--- config.mk ---
export PLATFORM = sky130hd
export DESIGN_NAME = utf8_to_utf16_converter_flat
export DESIGN_NICKNAME = d
export VERILOG_FILES = /design/src/u8u16_pkg.sv /design/src/u8u16_byte_if.sv /design/src/u8u16_unit_if.sv /design/src/utf8_to_utf16_converter.sv /design/src/flat_wrapper.sv
export SDC_FILE = /design/constraint.sdc
export NUM_CORES = 1
export LEC_CHECK = 0
export BUFFER_PORTS_ARGS = -buffer_cell sky130_fd_sc_hd__buf_2
export CORE_UTILIZATION = 61
export DETAILED_ROUTE_END_ITERATION = 10
export HOLD_SLACK_MARGIN = 0.02
export PLACE_DENSITY = 0.88
export SKIP_LAST_GASP = 1
export SLEW_MARGIN = 20
export SYNTH_ARGS = -nofsm -noshare
export SYNTH_HDL_FRONTEND = slang
export SYNTH_SLANG_ARGS = --single-unit
--- constraint.sdc ---
create_clock -name clk -period 7.85 [get_ports clk]
set_clock_uncertainty 0.2 [all_clocks]
set_input_delay 1.57 -clock clk [delete_from_list [all_inputs] [get_ports clk]]
set_output_delay 1.57 -clock clk [all_outputs]
set_load 0.02 [all_outputs]
--- src/u8u16_pkg.sv ---
`default_nettype none

package u8u16_pkg;

	// result kinds
	localparam logic [1:0] KIND_UNIT = 2'd0;
	localparam logic [1:0] KIND_END  = 2'd1;
	localparam logic [1:0] KIND_BAD  = 2'd2;
	localparam logic [1:0] KIND_FULL = 2'd3;

	localparam logic [9:0]  MAX_UNITS_RESET = 10'd511;
	localparam logic [15:0] SURR_HIGH       = 16'hD800;
	localparam logic [15:0] SURR_LOW        = 16'hDC00;
	localparam logic [20:0] SUPP_BASE       = 21'h10000;

	// result queue
	localparam int unsigned FIFO_AW    = 2;
	localparam int unsigned FIFO_DEPTH = 1 << FIFO_AW;

	typedef struct packed {
		logic [15:0] unit;
		logic [1:0]  end_kind;
		logic [9:0]  unit_count;
		logic        last;
	} result_t;

endpackage

`default_nettype wire

--- src/u8u16_byte_if.sv ---
`default_nettype none

interface u8u16_byte_if;
	logic       valid;
	logic       ready;
	logic [7:0] in_byte;

	modport source (output valid, output in_byte, input ready);
	modport sink (input valid, input in_byte, output ready);
endinterface

`default_nettype wire

--- src/u8u16_unit_if.sv ---
`default_nettype none

interface u8u16_unit_if;
	logic        valid;
	logic        ready;
	logic [15:0] unit;
	logic [1:0]  end_kind;
	logic [9:0]  unit_count;
	logic        last;

	modport source (output valid, output unit, output end_kind, output unit_count,
		output last, input ready);
	modport sink (input valid, input unit, input end_kind, input unit_count,
		input last, output ready);
endinterface

`default_nettype wire

--- src/utf8_to_utf16_converter.sv ---
// Path: a byte taken on src_bytes passes the input register, then the result queue,
//   before its result is offered on utf16_units.
// Throughput: one byte per cycle while the queue has room; a surrogate pair is two
//   results; sustained rate is set by the single result pop per cycle of the queue.
// Reset (arst_n low, asynchronous): decoder state cleared, queue emptied,
//   max_units back to 511.
`default_nettype none

module utf8_to_utf16_converter #(
	parameter int unsigned MAX_CAPACITY = 1024
) (
	input  wire logic       clk,
	input  wire logic       arst_n,
	input  wire logic       cfg_we,
	input  wire logic [9:0] cfg_wdata,
	u8u16_byte_if.sink      src_bytes,
	u8u16_unit_if.source    utf16_units
);

	localparam int unsigned CW = u8u16_pkg::FIFO_AW + 1;
	// Hard cap on the per-string capacity; only bites when below the 10-bit range.
	localparam logic [16:0] CAP_LIMIT = 17'(MAX_CAPACITY - 1);

	// ---------------------------------------------------------------
	// Configuration register
	// ---------------------------------------------------------------
	logic [9:0] max_units_q;

	always_ff @(posedge clk or negedge arst_n) begin
		if (!arst_n) begin
			max_units_q <= u8u16_pkg::MAX_UNITS_RESET;
		end else if (cfg_we) begin
			max_units_q <= cfg_wdata;
		end
	end

	logic [9:0] cap_eff;
	assign cap_eff = ({7'b0, max_units_q} > CAP_LIMIT) ? CAP_LIMIT[9:0] : max_units_q;

	// ---------------------------------------------------------------
	// Input register: one byte parked here, decoded next cycle once the
	// result queue has room for the worst case (two results).
	// ---------------------------------------------------------------
	logic [CW-1:0] count_q;
	logic          v_s1;
	logic [7:0]    byte_s1;
	logic          room;
	logic          advance;
	logic          in_take;

	assign room      = count_q <= CW'(u8u16_pkg::FIFO_DEPTH - 2);
	assign advance   = v_s1 && room;
	assign src_bytes.ready = !v_s1 || room;
	assign in_take   = src_bytes.valid && src_bytes.ready;

	always_ff @(posedge clk or negedge arst_n) begin
		if (!arst_n) begin
			v_s1 <= 1'b0;
		end else if (in_take) begin
			v_s1 <= 1'b1;
		end else if (advance) begin
			v_s1 <= 1'b0;
		end
	end

	always_ff @(posedge clk) begin
		if (in_take) begin
			byte_s1 <= src_bytes.in_byte;
		end
	end

	// ---------------------------------------------------------------
	// Decoder state
	// ---------------------------------------------------------------
	logic [20:0] acc_q;
	logic [1:0]  pend_q;
	logic [9:0]  units_q;
	logic        disc_q;

	logic [20:0] nxt_acc;
	logic [1:0]  nxt_pend;
	logic [9:0]  nxt_units;
	logic        nxt_disc;
	logic [1:0]  n_push;
	u8u16_pkg::result_t r0;
	u8u16_pkg::result_t r1;

	logic        complete;
	logic [20:0] comp_code;
	logic [20:0] shifted;
	logic        need2;
	logic [10:0] need_sum;
	logic [20:0] supp;

	assign shifted  = {acc_q[14:0], byte_s1[5:0]};
	assign need2    = comp_code[20:16] != 5'd0;
	assign need_sum = {1'b0, units_q} + (need2 ? 11'd2 : 11'd1);
	assign supp     = comp_code - u8u16_pkg::SUPP_BASE;

	always_comb begin
		nxt_acc   = acc_q;
		nxt_pend  = pend_q;
		nxt_units = units_q;
		nxt_disc  = disc_q;
		n_push    = 2'd0;
		r0        = '0;
		r1        = '0;
		complete  = 1'b0;
		comp_code = '0;

		if (disc_q) begin
			// dropping bytes; NUL resynchronizes silently
			if (byte_s1 == 8'd0) begin
				nxt_disc  = 1'b0;
				nxt_acc   = '0;
				nxt_pend  = '0;
				nxt_units = '0;
			end
		end else if (byte_s1 == 8'd0) begin
			// end of string; NUL inside a sequence counts as invalid
			r0.end_kind   = (pend_q != 2'd0) ? u8u16_pkg::KIND_BAD : u8u16_pkg::KIND_END;
			r0.unit_count = units_q;
			r0.last       = 1'b1;
			n_push        = 2'd1;
			nxt_acc       = '0;
			nxt_pend      = '0;
			nxt_units     = '0;
		end else if (pend_q != 2'd0) begin
			if (byte_s1[7:6] != 2'b10) begin
				r0.end_kind   = u8u16_pkg::KIND_BAD;
				r0.unit_count = units_q;
				r0.last       = 1'b1;
				n_push        = 2'd1;
				nxt_acc       = '0;
				nxt_pend      = '0;
				nxt_units     = '0;
				nxt_disc      = 1'b1;
			end else begin
				nxt_pend = pend_q - 2'd1;
				if (pend_q == 2'd1) begin
					complete  = 1'b1;
					comp_code = shifted;
				end else begin
					nxt_acc = shifted;
				end
			end
		end else if (!byte_s1[7]) begin
			complete  = 1'b1;
			comp_code = {13'd0, byte_s1};
		end else if (byte_s1[7:5] == 3'b110) begin
			nxt_acc  = {16'd0, byte_s1[4:0]};
			nxt_pend = 2'd1;
		end else if (byte_s1[7:4] == 4'b1110) begin
			nxt_acc  = {17'd0, byte_s1[3:0]};
			nxt_pend = 2'd2;
		end else begin
			// every other pattern is taken as a four-byte lead
			nxt_acc  = {18'd0, byte_s1[2:0]};
			nxt_pend = 2'd3;
		end

		if (complete) begin
			nxt_acc = '0;
			if (need_sum > {1'b0, cap_eff}) begin
				r0.end_kind   = u8u16_pkg::KIND_FULL;
				r0.unit_count = units_q;
				r0.last       = 1'b1;
				n_push        = 2'd1;
				nxt_pend      = '0;
				nxt_units     = '0;
				nxt_disc      = 1'b1;
			end else if (!need2) begin
				r0.unit   = comp_code[15:0];
				r0.last   = 1'b1;
				n_push    = 2'd1;
				nxt_units = units_q + 10'd1;
			end else begin
				// surrogate pair; codes past 0x10FFFF spill the high unit into the low range
				r0.unit   = u8u16_pkg::SURR_HIGH | {5'd0, supp[20:10]};
				r0.last   = 1'b0;
				r1.unit   = u8u16_pkg::SURR_LOW | {6'd0, supp[9:0]};
				r1.last   = 1'b1;
				n_push    = 2'd2;
				nxt_units = units_q + 10'd2;
			end
		end
	end

	always_ff @(posedge clk or negedge arst_n) begin
		if (!arst_n) begin
			acc_q   <= '0;
			pend_q  <= '0;
			units_q <= '0;
			disc_q  <= 1'b0;
		end else if (advance) begin
			acc_q   <= nxt_acc;
			pend_q  <= nxt_pend;
			units_q <= nxt_units;
			disc_q  <= nxt_disc;
		end
	end

	// ---------------------------------------------------------------
	// Result queue: up to two writes, one read per cycle. The head entry
	// drives utf16_units directly and holds while the sink stalls.
	// ---------------------------------------------------------------
	u8u16_pkg::result_t fifo_q [u8u16_pkg::FIFO_DEPTH];
	logic [u8u16_pkg::FIFO_AW-1:0] wr_ptr_q;
	logic [u8u16_pkg::FIFO_AW-1:0] rd_ptr_q;
	logic [1:0] push;
	logic       pop;

	assign push = advance ? n_push : 2'd0;
	assign pop  = utf16_units.valid && utf16_units.ready;

	always_ff @(posedge clk) begin
		if (push != 2'd0) begin
			fifo_q[wr_ptr_q] <= r0;
		end
		if (push == 2'd2) begin
			fifo_q[wr_ptr_q + u8u16_pkg::FIFO_AW'(1)] <= r1;
		end
	end

	always_ff @(posedge clk or negedge arst_n) begin
		if (!arst_n) begin
			wr_ptr_q <= '0;
			rd_ptr_q <= '0;
			count_q  <= '0;
		end else begin
			wr_ptr_q <= wr_ptr_q + u8u16_pkg::FIFO_AW'(push);
			rd_ptr_q <= rd_ptr_q + u8u16_pkg::FIFO_AW'(pop);
			count_q  <= count_q + CW'(push) - CW'(pop);
		end
	end

	u8u16_pkg::result_t head;
	assign head = fifo_q[rd_ptr_q];

	assign utf16_units.valid      = count_q != '0;
	assign utf16_units.unit       = head.unit;
	assign utf16_units.end_kind   = head.end_kind;
	assign utf16_units.unit_count = head.unit_count;
	assign utf16_units.last       = head.last;

endmodule

`default_nettype wire

--- src/flat_wrapper.sv ---
// flat-port wrapper written by rule: the top's interface ports become plain ports
module utf8_to_utf16_converter_flat 
#(
	parameter int unsigned MAX_CAPACITY = 1024
)
  (clk, arst_n, cfg_we, cfg_wdata, src_bytes_valid, src_bytes_in_byte, src_bytes_ready, utf16_units_valid, utf16_units_unit, utf16_units_end_kind, utf16_units_unit_count, utf16_units_last, utf16_units_ready);
  u8u16_byte_if src_bytes_i ();
  u8u16_unit_if utf16_units_i ();
  input  wire logic clk;
  input  wire logic arst_n;
  input  wire logic cfg_we;
  input  wire logic [9:0] cfg_wdata;
  input wire logic [$bits(src_bytes_i.valid)-1:0] src_bytes_valid;
  input wire logic [$bits(src_bytes_i.in_byte)-1:0] src_bytes_in_byte;
  output wire logic [$bits(src_bytes_i.ready)-1:0] src_bytes_ready;
  output wire logic [$bits(utf16_units_i.valid)-1:0] utf16_units_valid;
  output wire logic [$bits(utf16_units_i.unit)-1:0] utf16_units_unit;
  output wire logic [$bits(utf16_units_i.end_kind)-1:0] utf16_units_end_kind;
  output wire logic [$bits(utf16_units_i.unit_count)-1:0] utf16_units_unit_count;
  output wire logic [$bits(utf16_units_i.last)-1:0] utf16_units_last;
  input wire logic [$bits(utf16_units_i.ready)-1:0] utf16_units_ready;
  assign src_bytes_i.valid = src_bytes_valid;
  assign src_bytes_i.in_byte = src_bytes_in_byte;
  assign src_bytes_ready = src_bytes_i.ready;
  assign utf16_units_valid = utf16_units_i.valid;
  assign utf16_units_unit = utf16_units_i.unit;
  assign utf16_units_end_kind = utf16_units_i.end_kind;
  assign utf16_units_unit_count = utf16_units_i.unit_count;
  assign utf16_units_last = utf16_units_i.last;
  assign utf16_units_i.ready = utf16_units_ready;
  utf8_to_utf16_converter #(.MAX_CAPACITY(MAX_CAPACITY)) u_core (.clk(clk), .arst_n(arst_n), .cfg_we(cfg_we), .cfg_wdata(cfg_wdata), .src_bytes(src_bytes_i), .utf16_units(utf16_units_i));
endmodule
==> run_results.csv <==
group,metric,value,unit
floorplan,die-area,15200,um^2
route,vias,6943,
critical_path,setup.worst_path.start_class,"flip-flop",
pwr,leakage,3.73,nW
global_route,initial_antenna_violation_count,0,
floorplan,fp.coreArea,14100,um^2
logic_synthesis,syn_avg_cell_area,10.8,um^2
logic_synthesis,postSynthCellCount,835,
clock_tree,tritoncts,"built",
sta,unrepaired_setup_endpoints_after_global_routing,"no",
run_status,run_status,"finished clean",
clock_tree,clkTransAtPathRegs,0.07,ns
critical_path,worst-path-max-fanout,22,
min_path,holdCritPathClass,"reg -> reg",
floorplan,start_util,0.635,
floorplan,chipHeight,123,um
cells_and_area,design.final.nets,898,
cells_and_area,fin_cells,1045,
logic_synthesis,ys_ff_latch,170,
sta,timing.setup.tns,0,ns
place,port-buffer-count,53,
route,routed_wl,21800,um
sta,layout_worst_path_cycle_share,0.855,
floorplan,die_x,123,um
sta,hold_violations,0,
logic_synthesis,synth_sequential_area_ratio,0.486,
logic_synthesis,number_of_enable_flip_flop_cells_after_synthesis,72,
route,first_pass_iters,8,
sta,finalSetupViolations,0,
cells_and_area,final_design_area_no_fill,9760,um^2
critical_path,max_stage_delay,0.61,ns
global_route,grt_pass1_vias,6643,
place,routability_cong,0.911,
min_path,holdPathStages,2,
pwr,vdd_drop_max,0.180,mV
route,wire_per_inst,20.9,um
logic_synthesis,synth_flop_cell,"sky130_fd_sc_hd__edfxtp_1",
logic_synthesis,synth_nets,881,
sta,fin_hold_ws,0.259,ns
route,avgViaCountPerCell,6.64,
pwr,total_switching_power,0.850,mW
clock_tree,cts_made_buffers,17,
floorplan,rows,43,
logic_synthesis,synthesis.area,8990,um^2
place,dpl.cell_count,1012,
sta,min_period,6.71,ns
logic_synthesis,netlist.area_leader.share,0.241,
route,antenna_violating_nets_post_route,0,
cells_and_area,antennaDiodeCount,0,
clock_tree,clock_latency_of_the_later_clocked_register_in_the_worst_skew_pair,0.44,ns
place,dpl.hpwl,14200,um
place,place_worst_setup_slack,1.28,ns
pwr,power_per_cell_area,259,nW/um^2
route,drtIter0Drc,788,
sta,worstMarginPinSlew,1.06,ns
clock_tree,max_root_sink_buffers,2,
critical_path,critical_path.endpoint_type,"flip-flop",
pwr,internal_power,1.68,mW
sta,max_freq,149,MHz
sta,slew_headroom,0.293,
logic_synthesis,synth_async_sr_flop_share,0.271,
critical_path,cp_slowest_cell,"sky130_fd_sc_hd__nand2_1",
clock_tree,cts_max_level,4,
critical_path,crit_chain,"inv_1 -> ha_1 -> nand4bb_4 -> nor2_1 -> nand2_1 -> ha_1 -> o31ai_2 -> buf_4 -> inv_2 -> fa_1 -> nor2_1 -> nand2_1 -> xnor2_1 -> ha_1 -> nand3_1 -> nor3_1 -> nand2_2 -> a21oi_2 -> buf_4 -> nand3_2 -> nand2_1",
place,placed_cell_area,9200,um^2
cells_and_area,drive_gt1_frac,0.194,
clock_tree,clock_sink_count,170,
critical_path,cell_depth_of_the_worst_flop_to_flop_path,21,
floorplan,io_pins,54,
critical_path,worst-setup-path-type,"reg -> reg",
critical_path,worst_ep_required_time,7.72,ns
pwr,power.share.sequential,0.455,
pwr,power_frac_comb,0.244,
pwr,power.clock.fraction,0.301,
global_route,grt.overflow.total,0,
clock_tree,postCtsSetupBuffers,0,
cells_and_area,syn_to_final_growth,8.60,%
clock_tree,post_cts_resize_count,0,
sta,timing.final.max_slew_violations,0,
sta,post-route-worst-setup-slack,1.14,ns
pwr,p_sw_frac,0.336,
global_route,grt_pass1_wl,34700,um
global_route,grt_max_degree,47,
global_route,grt_util_all_layers,0.310,
clock_tree,hold_fix_buffers_cts,0,
logic_synthesis,synth_cell_types,80,
logic_synthesis,synth_top_cells_by_area,"sky130_fd_sc_hd__edfxtp_1 (24%), sky130_fd_sc_hd__dfxtp_1 (12%), sky130_fd_sc_hd__dfrtp_1 (10%)",
route,remaining_drc_errors,0,
run,maxCapViolations,0,
critical_path,critical_path_arrival,6.59,ns
logic_synthesis,yosysWarnings,0,
clock_tree,clock_tree.root_cell,"sky130_fd_sc_hd__clkbuf_16",
logic_synthesis,synthDominantAreaCellType,"sky130_fd_sc_hd__edfxtp_1",
==> synthesized netlist by cell type (all sizes together) (4+ instances only) <==
cell type and n:
nand4 7, a21o 7, o22ai 10, clkbuf 25
ha 21, a2bb2oi 39, or3 8, a31oi 9
o21ai 38, and3 6, dfrtp 37, xor2 5
inv 28, dfstp 9, xnor2 10, dfxtp 52
a211oi 8, nand2 105, nor3 14, edfxtp 72
and2 12, a22o 14, o31a 4, buf 36
nor2 97, o21a 5, a22oi 5, nand3 18
mux4 29, o31ai 6, a2bb2o 12, a21oi 37
==> state kept, by name, indices dropped and copies added, names as in the netlist, 2 cells and up <==
name and cells:
u_core.acc_q 15, u_core.byte_s1 8, u_core.cap_eff 10, u_core.count_q 3, u_core.fifo_q 116, u_core.pend_q 2, u_core.rd_ptr_q 2, u_core.units_q 10
u_core.wr_ptr_q 2
==> final cells by class <==
class / instances / area, um^2
clock buffer: 17 / 425
clock inverter: 15 / 101
fill: 1037 / 4390
inverter: 28 / 105
multi-input combinational: 576 / 4200
sequential: 170 / 4370
tap: 180 / 225
timing repair buffer: 59 / 333
==> through the flow <==
| step | total power [mW] | util |
|---|---|---|
| 2_1_floorplan | 1.61 | - |
| 3_3_place_gp | 1.76 | 0.650 |
| 3_5_place_dp | 1.78 | 0.650 |
| 4_1_cts | 2.53 | 0.688 |
| 5_1_grt | 2.64 | 0.690 |
| 6_report | 2.53 | 0.690 |
==> worst max-delay path: cells and delay by family, from the launching register on <==
family          cells  cell delay (ns)
fa+ha+maj           4             1.43
compound gates      2             0.49
flops               1             0.37
simple gates       10             2.83
xor+xnor            1             0.13
buf+inv             4             0.86
==> metal layers <==
layer	vias up	wire length, um	global-route usage
li1	3128	-	-
met1	3309	8760	0.412
met2	424	10100	0.473
met3	82	2200	0.0839
met4	0	743	0.145
met5	-	0	0
==> power groups by stage <==
stage | Combinational [mW] | Clock (mW) | Sequential [mW]
2_1_floorplan | 0.550 | 0 | 1.06
3_3_place_gp | 0.595 | 0 | 1.16
3_5_place_dp | 0.609 | 0 | 1.17
4_1_cts | 0.616 | 0.765 | 1.15
5_1_grt | 0.672 | 0.802 | 1.17
6_report | 0.617 | 0.762 | 1.15
==> kinds of logic (layout without fill, tap and decap cells) <==
family	after synthesis	count (layout)	synth area share
simple gates	288	288	0.155
compound gates	220	220	0.189
flops	170	170	0.486
buf+inv	89	119	0.0473
mux	30	30	0.0739
fa+ha+maj	23	23	0.0337
xor+xnor	15	15	0.0146
==> placed cells by master (no fill, tap or decap), types with 27 or more instances in the layout <==
cell	count
sky130_fd_sc_hd__dfxtp_1	52
sky130_fd_sc_hd__inv_1	27
sky130_fd_sc_hd__nor2_1	96
sky130_fd_sc_hd__edfxtp_1	72
sky130_fd_sc_hd__nand2_1	99
sky130_fd_sc_hd__mux4_2	29
sky130_fd_sc_hd__a21oi_1	33
sky130_fd_sc_hd__buf_2	52
sky130_fd_sc_hd__dfrtp_1	36
sky130_fd_sc_hd__a2bb2oi_1	39
sky130_fd_sc_hd__o21ai_0	36
==> final timing paths <==
kind / end / startpoint / slack [ns]
max in group asynchronous: u_core.rd_ptr_q[0]$_DFF_PN0_ / arst_n / 6.08
min: u_core.fifo_q[0][12]$_SDFFE_PP0N_ / u_core.fifo_q[0][12]$_SDFFE_PP0N_ / 0.26
max reg2reg: u_core.fifo_q[2][13]$_DFFE_PP_ / u_core.pend_q[0]$_DFFE_PN0P_ / 1.14
min reg2reg: u_core.fifo_q[0][12]$_SDFFE_PP0N_ / u_core.fifo_q[0][12]$_SDFFE_PP0N_ / 0.26
min in group asynchronous: u_core.units_q[5]$_DFFE_PN0P_ / arst_n / 0.93
max: u_core.fifo_q[2][13]$_DFFE_PP_ / u_core.pend_q[0]$_DFFE_PN0P_ / 1.14
Power figures use the tool's default switching activity.
